==> config.mk <==
export PLATFORM = sky130hd
export DESIGN_NAME = tcp_payload_extractor
export DESIGN_NICKNAME = d
export VERILOG_FILES = /design/src/sv/tpe_pkg.sv /design/src/sv/tcp_payload_extractor.sv
export SDC_FILE = /design/constraint.sdc
export NUM_CORES = 1
export LEC_CHECK = 0
export ABC_AREA = 1
export BUFFER_PORTS_ARGS = -buffer_cell sky130_fd_sc_hd__clkbuf_2
export CAP_MARGIN = 15
export CORE_MARGIN = 4
export CORE_UTILIZATION = 64
export DETAILED_ROUTE_END_ITERATION = 7
export GPL_TIMING_DRIVEN = 0
export PLACE_DENSITY = 0.87
export SLEW_MARGIN = 30
export SYNTH_ARGS = -nofsm -noshare
export SYNTH_HDL_FRONTEND = slang
export SYNTH_SLANG_ARGS = --single-unit
==> constraint.sdc <==
create_clock -name clk_i -period 9.3 [get_ports clk_i]
set_input_delay 0.93 -clock clk_i [delete_from_list [all_inputs] [get_ports clk_i]]
set_output_delay 0.93 -clock clk_i [all_outputs]
set_load 0.01 [all_outputs]
==> src/sv/tpe_pkg.sv <==
// Package with the types and constants of the TCP payload extractor.
`default_nettype none

package tpe_pkg;

  // Frame parse phase, one-hot coded.
  typedef enum logic [2:0] {
    PHASE_HEADER  = 3'b001,
    PHASE_PAYLOAD = 3'b010,
    PHASE_DROP    = 3'b100
  } phase_e;

  // Register indexes on the configuration port.
  typedef enum logic {
    REG_ETHERTYPE = 1'b0,
    REG_PROTOCOL  = 1'b1
  } reg_idx_e;

  localparam int unsigned POS_W = 17;

  localparam logic [POS_W-1:0] POS_MAX          = '1;
  localparam logic [POS_W-1:0] ETH_HDR_BYTES    = 17'd14;
  localparam logic [POS_W-1:0] POS_ETYPE_HI     = 17'd12;
  localparam logic [POS_W-1:0] POS_ETYPE_LO     = 17'd13;
  localparam logic [POS_W-1:0] POS_IHL          = 17'd14;
  localparam logic [POS_W-1:0] POS_TOTLEN_HI    = 17'd16;
  localparam logic [POS_W-1:0] POS_TOTLEN_LO    = 17'd17;
  localparam logic [POS_W-1:0] POS_PROTOCOL     = 17'd23;
  localparam logic [POS_W-1:0] TCP_OFFSET_BYTE  = 17'd12;

  localparam logic [3:0]  MIN_HDR_WORDS      = 4'd5;
  localparam logic [15:0] ETHERTYPE_RESET    = 16'h0800;
  localparam logic [7:0]  PROTOCOL_RESET     = 8'd6;
  localparam logic [7:0]  DOT_CHAR           = 8'h2E;
  localparam logic [7:0]  PRINT_LOW          = 8'h20;
  localparam logic [7:0]  PRINT_HIGH         = 8'h7E;

  // One result item.
  typedef struct packed {
    logic [7:0] shown_char;
    logic       last_of_payload;
    logic       cut_short;
  } result_t;

endpackage

`default_nettype wire

==> src/sv/tcp_payload_extractor.sv <==
// Top level of the TCP payload extractor: header parse, payload filter and output buffer.
`default_nettype none

// The block takes an Ethernet frame one byte per transfer and emits the TCP payload bytes of
// IPv4/TCP frames, each non-printable byte shown as '.', with the last payload byte marked and
// a frame that ends inside its payload flagged as cut short. A new frame byte is taken in every
// unstalled cycle: each byte is parsed by counter compares against a 17-bit byte position and
// the captured header fields, and its result, if any, is written into the output or skid register.
// A two-entry output buffer (output register plus skid register) lets a byte be taken while a
// result still waits downstream; frame_stall_o rises only when both entries are full, so the
// sustained rate is one byte per cycle whenever the output side keeps up. The EtherType and
// IPv4 protocol to match are set through the APB port at byte addresses 0 and 4 and should be
// written only while the block is idle.
module tcp_payload_extractor (
  input  wire logic        clk_i,
  input  wire logic        rst_ni,
  // Configuration port
  input  wire logic        psel,
  input  wire logic        penable,
  input  wire logic        pwrite,
  input  wire logic [2:0]  paddr,
  input  wire logic [31:0] pwdata,
  output logic      [31:0] prdata,
  output logic             pready,
  // Frame byte input channel
  input  wire logic        frame_valid_i,
  output logic             frame_stall_o,
  input  wire logic [7:0]  frame_byte_i,
  input  wire logic        end_of_frame_i,
  // Payload character output channel
  output logic             char_valid_o,
  input  wire logic        char_stall_i,
  output logic      [7:0]  shown_char_o,
  output logic             last_of_payload_o,
  output logic             cut_short_o
);

  localparam int unsigned PW = tpe_pkg::POS_W;

  // Configuration registers.
  logic [15:0] match_ethertype_q;
  logic [7:0]  match_protocol_q;

  // Parse state.
  tpe_pkg::phase_e phase_q, phase_d;
  logic [PW-1:0]   pos_q, pos_d;
  logic [7:0]      held_hi_q, held_hi_d;
  logic [3:0]      ip_words_q, ip_words_d;
  logic [15:0]     total_len_q, total_len_d;
  logic [3:0]      tcp_words_q, tcp_words_d;
  logic [PW-1:0]   pay_end_q, pay_end_d;

  // Output buffer.
  logic             out_valid_q, out_valid_d;
  logic             skid_valid_q, skid_valid_d;
  tpe_pkg::result_t out_q, out_d;
  tpe_pkg::result_t skid_q, skid_d;

  logic             in_fire;
  logic             out_take;
  logic             emit;
  tpe_pkg::result_t res;

  logic [PW-1:0] tcp_start;
  logic [PW-1:0] pay_start;
  logic [PW-1:0] pay_start_new;
  logic [PW-1:0] pay_end_new;
  logic [3:0]    tcp_words_new;
  logic [PW:0]   pos_plus1;
  logic          is_last;
  logic          is_cut;
  logic          cfg_write;

  // ------------------------------------------------------------------
  // Configuration port. Only paddr[2] selects the register, so every
  // write lands on one of the two.
  // ------------------------------------------------------------------
  assign pready    = 1'b1;
  assign cfg_write = psel && penable && pwrite && pready;

  always_comb begin
    case (tpe_pkg::reg_idx_e'(paddr[2]))
      tpe_pkg::REG_ETHERTYPE: prdata = {16'd0, match_ethertype_q};
      tpe_pkg::REG_PROTOCOL:  prdata = {24'd0, match_protocol_q};
      default:                prdata = '0;
    endcase
  end

  always_ff @(posedge clk_i or negedge rst_ni) begin
    if (!rst_ni) begin
      match_ethertype_q <= tpe_pkg::ETHERTYPE_RESET;
      match_protocol_q  <= tpe_pkg::PROTOCOL_RESET;
    end else if (cfg_write) begin
      case (tpe_pkg::reg_idx_e'(paddr[2]))
        tpe_pkg::REG_ETHERTYPE: match_ethertype_q <= pwdata[15:0];
        tpe_pkg::REG_PROTOCOL:  match_protocol_q  <= pwdata[7:0];
        default: ;
      endcase
    end
  end

  // ------------------------------------------------------------------
  // Handshakes. The input stalls only while the skid entry is occupied.
  // ------------------------------------------------------------------
  assign frame_stall_o = skid_valid_q;
  assign in_fire       = frame_valid_i && !skid_valid_q;
  assign out_take      = out_valid_q && !char_stall_i;

  // ------------------------------------------------------------------
  // Header offsets. The IHL and data offset are at most 15 words, so the
  // payload start stays far below the position range.
  // ------------------------------------------------------------------
  assign tcp_start     = tpe_pkg::ETH_HDR_BYTES + {{(PW-6){1'b0}}, ip_words_q, 2'b00};
  assign pay_start     = tcp_start + {{(PW-6){1'b0}}, tcp_words_q, 2'b00};
  assign tcp_words_new = frame_byte_i[7:4];
  assign pay_start_new = tcp_start + {{(PW-6){1'b0}}, tcp_words_new, 2'b00};
  assign pay_end_new   = tpe_pkg::ETH_HDR_BYTES + {{(PW-16){1'b0}}, total_len_q};
  assign pos_plus1     = {1'b0, pos_q} + {{PW{1'b0}}, 1'b1};
  assign is_last       = (pos_plus1 == {1'b0, pay_end_q});
  assign is_cut        = end_of_frame_i && !is_last;

  // Result for the current byte; only used when emit is set.
  always_comb begin
    res.shown_char = ((frame_byte_i >= tpe_pkg::PRINT_LOW) &&
                      (frame_byte_i <= tpe_pkg::PRINT_HIGH)) ? frame_byte_i
                                                             : tpe_pkg::DOT_CHAR;
    res.last_of_payload = is_last || is_cut;
    res.cut_short       = is_cut;
  end

  // ------------------------------------------------------------------
  // Parser next state.
  // ------------------------------------------------------------------
  always_comb begin
    phase_d     = phase_q;
    pos_d       = pos_q;
    held_hi_d   = held_hi_q;
    ip_words_d  = ip_words_q;
    total_len_d = total_len_q;
    tcp_words_d = tcp_words_q;
    pay_end_d   = pay_end_q;
    emit        = 1'b0;

    if (in_fire) begin
      case (phase_q)
        tpe_pkg::PHASE_HEADER: begin
          if (pos_q == tpe_pkg::POS_ETYPE_HI || pos_q == tpe_pkg::POS_TOTLEN_HI) begin
            held_hi_d = frame_byte_i;
          end else if (pos_q == tpe_pkg::POS_ETYPE_LO) begin
            if ({held_hi_q, frame_byte_i} != match_ethertype_q) begin
              phase_d = tpe_pkg::PHASE_DROP;
            end
          end else if (pos_q == tpe_pkg::POS_IHL) begin
            ip_words_d = frame_byte_i[3:0];
            if (frame_byte_i[3:0] < tpe_pkg::MIN_HDR_WORDS) begin
              phase_d = tpe_pkg::PHASE_DROP;
            end
          end else if (pos_q == tpe_pkg::POS_TOTLEN_LO) begin
            total_len_d = {held_hi_q, frame_byte_i};
          end else if (pos_q == tpe_pkg::POS_PROTOCOL) begin
            if (frame_byte_i != match_protocol_q) begin
              phase_d = tpe_pkg::PHASE_DROP;
            end
          end else if (pos_q > tpe_pkg::POS_PROTOCOL &&
                       pos_q == tcp_start + tpe_pkg::TCP_OFFSET_BYTE) begin
            // The TCP data offset byte: the payload bounds are now known.
            tcp_words_d = tcp_words_new;
            pay_end_d   = pay_end_new;
            if (tcp_words_new < tpe_pkg::MIN_HDR_WORDS || pay_end_new <= pay_start_new) begin
              phase_d = tpe_pkg::PHASE_DROP;
            end else begin
              phase_d = tpe_pkg::PHASE_PAYLOAD;
            end
          end
        end
        tpe_pkg::PHASE_PAYLOAD: begin
          if (pos_q >= pay_start && pos_q < pay_end_q) begin
            emit = 1'b1;
            if (is_last) begin
              phase_d = tpe_pkg::PHASE_DROP;
            end
          end else if (pos_q >= pay_end_q) begin
            phase_d = tpe_pkg::PHASE_DROP;
          end
        end
        default: ;
      endcase

      // The end of a frame returns all parse state to its start values.
      if (end_of_frame_i) begin
        phase_d     = tpe_pkg::PHASE_HEADER;
        pos_d       = '0;
        held_hi_d   = '0;
        ip_words_d  = '0;
        total_len_d = '0;
        tcp_words_d = '0;
        pay_end_d   = '0;
      end else if (pos_q != tpe_pkg::POS_MAX) begin
        pos_d = pos_plus1[PW-1:0];
      end
    end
  end

  always_ff @(posedge clk_i or negedge rst_ni) begin
    if (!rst_ni) begin
      phase_q     <= tpe_pkg::PHASE_HEADER;
      pos_q       <= '0;
      held_hi_q   <= '0;
      ip_words_q  <= '0;
      total_len_q <= '0;
      tcp_words_q <= '0;
      pay_end_q   <= '0;
    end else begin
      phase_q     <= phase_d;
      pos_q       <= pos_d;
      held_hi_q   <= held_hi_d;
      ip_words_q  <= ip_words_d;
      total_len_q <= total_len_d;
      tcp_words_q <= tcp_words_d;
      pay_end_q   <= pay_end_d;
    end
  end

  // ------------------------------------------------------------------
  // Output buffer. A new result goes to the output register when it is
  // free or being emptied this cycle, otherwise to the skid register. The
  // skid entry drains into the output register before new bytes are taken.
  // ------------------------------------------------------------------
  always_comb begin
    out_valid_d  = out_valid_q;
    skid_valid_d = skid_valid_q;
    out_d        = out_q;
    skid_d       = skid_q;
    if (skid_valid_q) begin
      if (out_take) begin
        out_d        = skid_q;
        skid_valid_d = 1'b0;
      end
    end else if (emit) begin
      if (!out_valid_q || out_take) begin
        out_d       = res;
        out_valid_d = 1'b1;
      end else begin
        skid_d       = res;
        skid_valid_d = 1'b1;
      end
    end else if (out_take) begin
      out_valid_d = 1'b0;
    end
  end

  always_ff @(posedge clk_i or negedge rst_ni) begin
    if (!rst_ni) begin
      out_valid_q  <= 1'b0;
      skid_valid_q <= 1'b0;
    end else begin
      out_valid_q  <= out_valid_d;
      skid_valid_q <= skid_valid_d;
    end
  end

  always_ff @(posedge clk_i) begin
    out_q  <= out_d;
    skid_q <= skid_d;
  end

  assign char_valid_o      = out_valid_q;
  assign shown_char_o      = out_q.shown_char;
  assign last_of_payload_o = out_q.last_of_payload;
  assign cut_short_o       = out_q.cut_short;

  // ------------------------------------------------------------------
  // Assertions
  // ------------------------------------------------------------------
  // The skid entry is only ever filled behind a full output register.
  assert property (@(posedge clk_i) disable iff (!rst_ni) skid_valid_q |-> out_valid_q)
    else $error("skid register holds a result while the output register is empty");

  // A cut-short byte always closes the payload of its frame.
  assert property (@(posedge clk_i) disable iff (!rst_ni)
                   (char_valid_o && cut_short_o) |-> last_of_payload_o)
    else $error("cut_short set without last_of_payload");

  // The end of a frame restarts the byte count.
  assert property (@(posedge clk_i) disable iff (!rst_ni)
                   (in_fire && end_of_frame_i) |=> (pos_q == '0))
    else $error("byte position not cleared after the end of a frame");

  // The payload phase is entered only with a valid TCP data offset.
  assert property (@(posedge clk_i) disable iff (!rst_ni)
                   (phase_q == tpe_pkg::PHASE_PAYLOAD) |-> (tcp_words_q >= tpe_pkg::MIN_HDR_WORDS))
    else $error("payload phase with a data offset below the minimum");

endmodule

`default_nettype wire
# After elaboration in Yosys (flattened, before gate mapping)

Cells that the tools add are included.

Register bits: 115
Bits in latches: 0
RAM bits: 0
Memory bits (read-only): 0
Input bits: 51
Output and inout port bits: 45
Logic and storage cells: 163
Memories: 0

Add/sub/neg operators: 6
Multiply operators: 0
Div/mod/pow operators: 0
$lt $le $gt $ge: 9
Equal/unequal tests: 28
Shifts and indexed selects: 0
Muxes and demuxes: 63
Bitwise logic cells: 3
Reductions and logical operators: 37

Operator list:

| kind                  | count |
|---|---|
| $mux 17               | 10 |
| $mux 16               | 6 |
| $pmux 32 s2           | 1 |
| $mux 4                | 13 |
| $eq 17x4->1 const B   | 3 |
| $eq 17x5->1 const B   | 3 |
| $mux 3                | 14 |
| $mux 10               | 4 |
| $mux 8                | 4 |
| $add 17x1->18 const B | 1 |
| $eq 18x17->1          | 1 |
| $reduce_bool 2->1     | 9 |
| $add 4x16->17 const A | 1 |
| $eq 17x8->1           | 1 |
| $ge 17x17->1          | 1 |
| $ge 17x8->1           | 1 |
| $gt 17x5->1 const B   | 1 |
| $le 17x8->1           | 1 |
| $lt 17x17->1          | 1 |
| $ne 17x17->1 const B  | 1 |
| $add 7x6->8           | 2 |
| $ne 16x16->1          | 1 |
| $ne 4x4->1 const B    | 3 |
| $ne 6x6->1 const B    | 2 |
| 25 further kinds      | 61 |

# Depth between registers and ports, before layout

Depth after elaboration: 13
Depth in mapped cells: 23
Gate-level depth less buffers: 23

# Least setup slack after synthesis

OpenSTA, ideal clock, no wires.

Kind: flip-flop to flip-flop
Start point: register ip_words_q[0]
End point: register out_q (netlist bit cut_short_o) (enable)
Setup time: 0.376 ns
Arrival time: 3.163 ns
Setup slack: 5.760 ns
Cell stages (with the launch flop): 17
Clock period less this slack: 3.540 ns
Cell sequence: dfrtp_1 > inv_2 > ha_1 > inv_1 > fa_1 > a21oi_1 > o21ai_0 > xor2_1 > ha_1 > nand4_1 > nor2_1 > nand2_1 > nor2_1 > nor2_1 > nor4_1 > a21oi_1 > nor2_1

Word-level cells in the longest chain between the ends: 9

RTL lines:

| element                     | RTL line                     | RTL |
|---|---|---|
| start: declaration          | tcp_payload_extractor.sv:48  | `logic [3:0] ip_words_q, ip_words_d;` |
| start signal: assignment    | tcp_payload_extractor.sv:217 | `ip_words_q <= ip_words_d;` |
| $add 4x6->7                 | tcp_payload_extractor.sv:113 | `assign tcp_start = tpe_pkg::ETH_HDR_BYTES + {{(PW-6){1'b0}}, ip_words_q, 2'b00};` |
| $add 7x6->8                 | tcp_payload_extractor.sv:114 | `assign pay_start = tcp_start + {{(PW-6){1'b0}}, tcp_words_q, 2'b00};` |
| $ge 17x8->1                 | tcp_payload_extractor.sv:177 | `if (pos_q >= pay_start && pos_q < pay_end_q) begin` |
| $logic_and 1x1->1           | tcp_payload_extractor.sv:177 |  |
| $mux 1                      | tcp_payload_extractor.sv:177 |  |
| $mux 1                      | tcp_payload_extractor.sv:145 | `case (phase_q)` |
| $mux 1                      | tcp_payload_extractor.sv:144 | `if (in_fire) begin` |
| $reduce_bool 2->1 (no line) | n/a                          |  |
| $reduce_and 3->1 (no line)  | n/a                          |  |
| end signal: assignment      | tcp_payload_extractor.sv:263 | `out_q <= out_d;` |
| end: declaration            | tcp_payload_extractor.sv:56  | `tpe_pkg::result_t out_q, out_d;` |

No other way between the ends.
A chain may end at the register's enable or synchronous reset.

# Final worst setup path

Start point: register ip_words_q[0]
End point: register out_q (netlist bit shown_char_o[3]) (enable)

Same word-level chain as after synthesis.

==> flow_metrics.py <==
metrics = {
    "outcome": {
        "status": "finished, final reports clean",
    },
    "timing": {
        "tns_ns": 0,
        "finalSetupViolCount": 0,
        "period_needed_ns": 4.41,
        "final-max-slew-violation-count": 0,
        "finClkSkew_ns": 0.00938,
        "tightest_slew_ns": 0.844,
        "final-hold-violation-count": 0,
        "fmax_mhz": 227,
        "period_share_pct": 47.5,
        "relSlewSlack_pct": 43.5,
        "rsz0062_at_grt": "false",
    },
    "logic_synthesis": {
        "synth_seq_cells": 115,
        "yosysTopAreaCell": "dfrtp_1",
        "seq_area_frac_synth_pct": 37.1,
        "synthArstFlopShare_pct": 82.6,
        "ys_top_cells_by_area": "dfrtp_1 28%, nand2_1 15%, edfxtp_1 7.5%",
        "synth.top_cell.area_share_pct": 28.3,
        "ys.flop_type": "dfrtp_1",
        "synthesis.area_per_instance_um2": 7.34,
        "netlist_area_um2": 8050,
        "syn_inst": 1096,
        "yosysWarnings": 0,
        "synth_edf_count": 20,
        "ys_types": 47,
    },
    "clocking": {
        "cts_made_buffers": 17,
        "htreeDepth": 4,
        "holdBufCountCts": 0,
        "cts_root_buf": "clkbuf_16",
        "cts_tree": "built",
        "cts.sinks": 115,
        "clk-insertion-delay-late_ns": 0.43,
        "clockBufferDepth": 2,
        "post_cts_resized": 0,
        "cts_setup_buffers": 0,
        "clk_pin_slew_ns": 0.05,
    },
    "power": {
        "vdd_drop_max_mv": 0.162,
        "power_uw": 1820,
        "p_per_area_nw_per_um2": 197,
        "p_leak_uw": 0.00476,
    },
    "placed_design": {
        "place_inst": 1340,
        "io_buffers": 59,
        "place.gp.congestion": 0.958,
        "placed_area_um2": 8650,
        "hpwl_um": 16300,
    },
    "cells_and_area": {
        "nFillCells": 923,
        "antenna_cells": 0,
        "layout-area-overhead-vs-synth_pct": 15.0,
        "final_cells": 1372,
        "nets": 1288,
        "drive_gt1_share_pct": 14.0,
        "final_util_pct": 76.1,
        "final_area_um2": 9250,
    },
    "critical_path": {
        "cp-start-kind": "register",
        "cpMostUsedCell": "nor2_1",
        "crit_path_top_delay_cell": "nor2_1",
        "critPathCaptureType": "register",
        "crit_start": "ip_words_q[0]",
        "reg2reg_depth": 16,
        "r2r_start": "ip_words_q[0]",
        "worstPathRequired_ns": 9.36,
        "arrival_ns": 4.47,
        "rr_endpoint": "shown_char_o[3]",
        "worstSetupPathType": "register to register",
        "cp-endpoint": "shown_char_o[3]",
        "max_stage_delay_ns": 0.67,
        "crit_chain": "inv_2, ha_1, inv_1, ha_1, a21o_1, a21oi_1, xor2_1, ha_1, nand4_1, nor2_1, nand2_1, nor2_1, nor2_1, nor4_1, a21oi_1, nor2_1",
        "reg2reg_slack_ns": 4.89,
        "path_max_fanout": 10,
    },
    "floorplan": {
        "die_x_um": 120,
        "die_y_um": 120,
        "initial_core_util_pct": 66.2,
        "core_um2": 12200,
        "num_io_pins": 96,
        "rows": 40,
        "die_area_um2": 14400,
    },
    "route": {
        "drt_wl_total_um": 22100,
        "num_vias": 7829,
        "drtIter0Drc": 643,
        "wl_per_cell_um": 16.1,
        "drc": 0,
        "dr.pass1.iters": 6,
        "via_per_inst": 5.71,
        "ant_nets": 0,
    },
    "worst_hold_path": {
        "hold_path_class": "input port to asynchronous set/reset pin",
    },
    "global_routing": {
        "grt_pass1_vias": 7754,
        "grt_start_max_net_pins": 50,
        "gr-total-overflow": 0,
        "grt_usage_pct": 31.8,
        "antenna_found_initial": 0,
        "grt_pass1_wl_um": 36500,
    },
    "run": {
        "drv_cap": 0,
    },
}
==> worst min path at each step <==
stage | startpoint | end | slack, ns
2_1_floorplan | pay_end_q[6] | pay_end_q[6] | 0.44
3_3_place_gp | pay_end_q[6] | pay_end_q[6] | 0.46
3_5_place_dp | tcp_words_q[2] | tcp_words_q[2] | 0.47
4_1_cts | rst_ni | pos_q[6] | 0.46
5_1_grt | rst_ni | pos_q[6] | 0.47
6_report | rst_ni | pos_q[4] | 0.44
==> cells in the final DEF (no fill, tap or decap), types with 12 or more instances in the layout <==
| cell | count |
|---|---|
| nand2_1 | 313 |
| inv_1 | 132 |
| nor2_1 | 99 |
| dfrtp_1 | 91 |
| nand3_1 | 73 |
| o21ai_0 | 71 |
| clkbuf_2 | 59 |
| nand4_1 | 45 |
| ha_1 | 44 |
| a21oi_1 | 25 |
| buf_4 | 24 |
| xnor2_1 | 20 |
| edfxtp_1 | 20 |
| conb_1 | 18 |
| clkbuf_16 | 18 |
| clkbuf_1 | 15 |
| xor2_1 | 12 |
| o22ai_1 | 12 |
==> area by class of cell <==
class	instances	area [µm²]	area share [%]
Inverter	141	532	5.75
Clock inverter	11	123	1.33
Sequential cell	115	2980	32.2
Timing Repair Buffer	60	332	3.58
Clock buffer	21	482	5.21
Multi-Input combinational cell	808	4290	46.3
Buffer	48	304	3.29
Tap cell	168	210	2.27
==> through the flow <==
stage	setup WS, ns	hold WS (ns)
after floorplan	5.76	0.442
after global placement	4.98	0.456
after detailed placement	4.94	0.468
after CTS	4.90	0.457
after global routing	4.59	0.472
final	4.89	0.435
==> per-layer routing <==
| metal | GRT usage [%] | wire (µm) | up-vias | part of all wire [%] |
|---|---|---|---|---|
| li1 | - | - | 3735 | - |
| met1 | 38.6 | 8740 | 3652 | 40 |
| met2 | 53.4 | 10700 | 340 | 49 |
| met3 | 5.84 | 1450 | 102 | 6.6 |
| met4 | 17.6 | 1140 | 0 | 5.2 |
| met5 | 0 | 0 | - | 0 |
==> synthesized netlist by cell type, types with 12 or more instances <==
master	number
nand2_1	313
inv_1	132
nor2_1	99
dfrtp_1	91
nand3_1	73
o21ai_0	71
nand4_1	45
ha_1	44
a21oi_1	25
buf_4	24
edfxtp_1	20
xnor2_1	20
clkbuf_1	14
o22ai_1	12
xor2_1	12
==> power breakdown <==
part	leakage (µW)	switching, µW	internal [µW]	total [µW]
Clock	0.000295	248	424	672
Sequential	0.00142	63.8	575	639
Combinational	0.00305	318	193	511
Total	0.00476	630	1190	1820
==> critical path: cells and delay by family (launching register included) <==
family | cells | cell delay (ns)
compound gates | 3 | 0.50
simple gates | 7 | 1.63
xor+xnor | 1 | 0.13
flops | 1 | 0.49
fa+ha+maj | 3 | 0.95
buf+inv | 2 | 0.34
==> state kept, by name (all words and copies together), names as in the netlist <==
name,cells
pay_end_q,17
pos_q,17
match_ethertype_q,16
total_len_q,16
skid_q,10
held_hi_q,8
match_protocol_q,8
shown_char_o,8
ip_words_q,4
tcp_words_q,4
phase_q,3
char_valid_o,1
cut_short_o,1
frame_stall_o,1
last_of_payload_o,1
==> cells by family (layout without fill, tap and decap cells) <==
family | Yosys count | after routing | share of synthesized area [%]
adder cells (fa/ha/maj) | 46 | 46 | 7.34
buffers and inverters | 189 | 281 | 10.4
AO/OA/AOI/OAI | 132 | 132 | 8.88
XOR/XNOR | 35 | 35 | 4.34
other | 2 | 18 | 0.0933
AND/OR/NAND/NOR | 577 | 577 | 31.9
flip-flops | 115 | 115 | 37.1
Power figures use the tool's default switching activity.
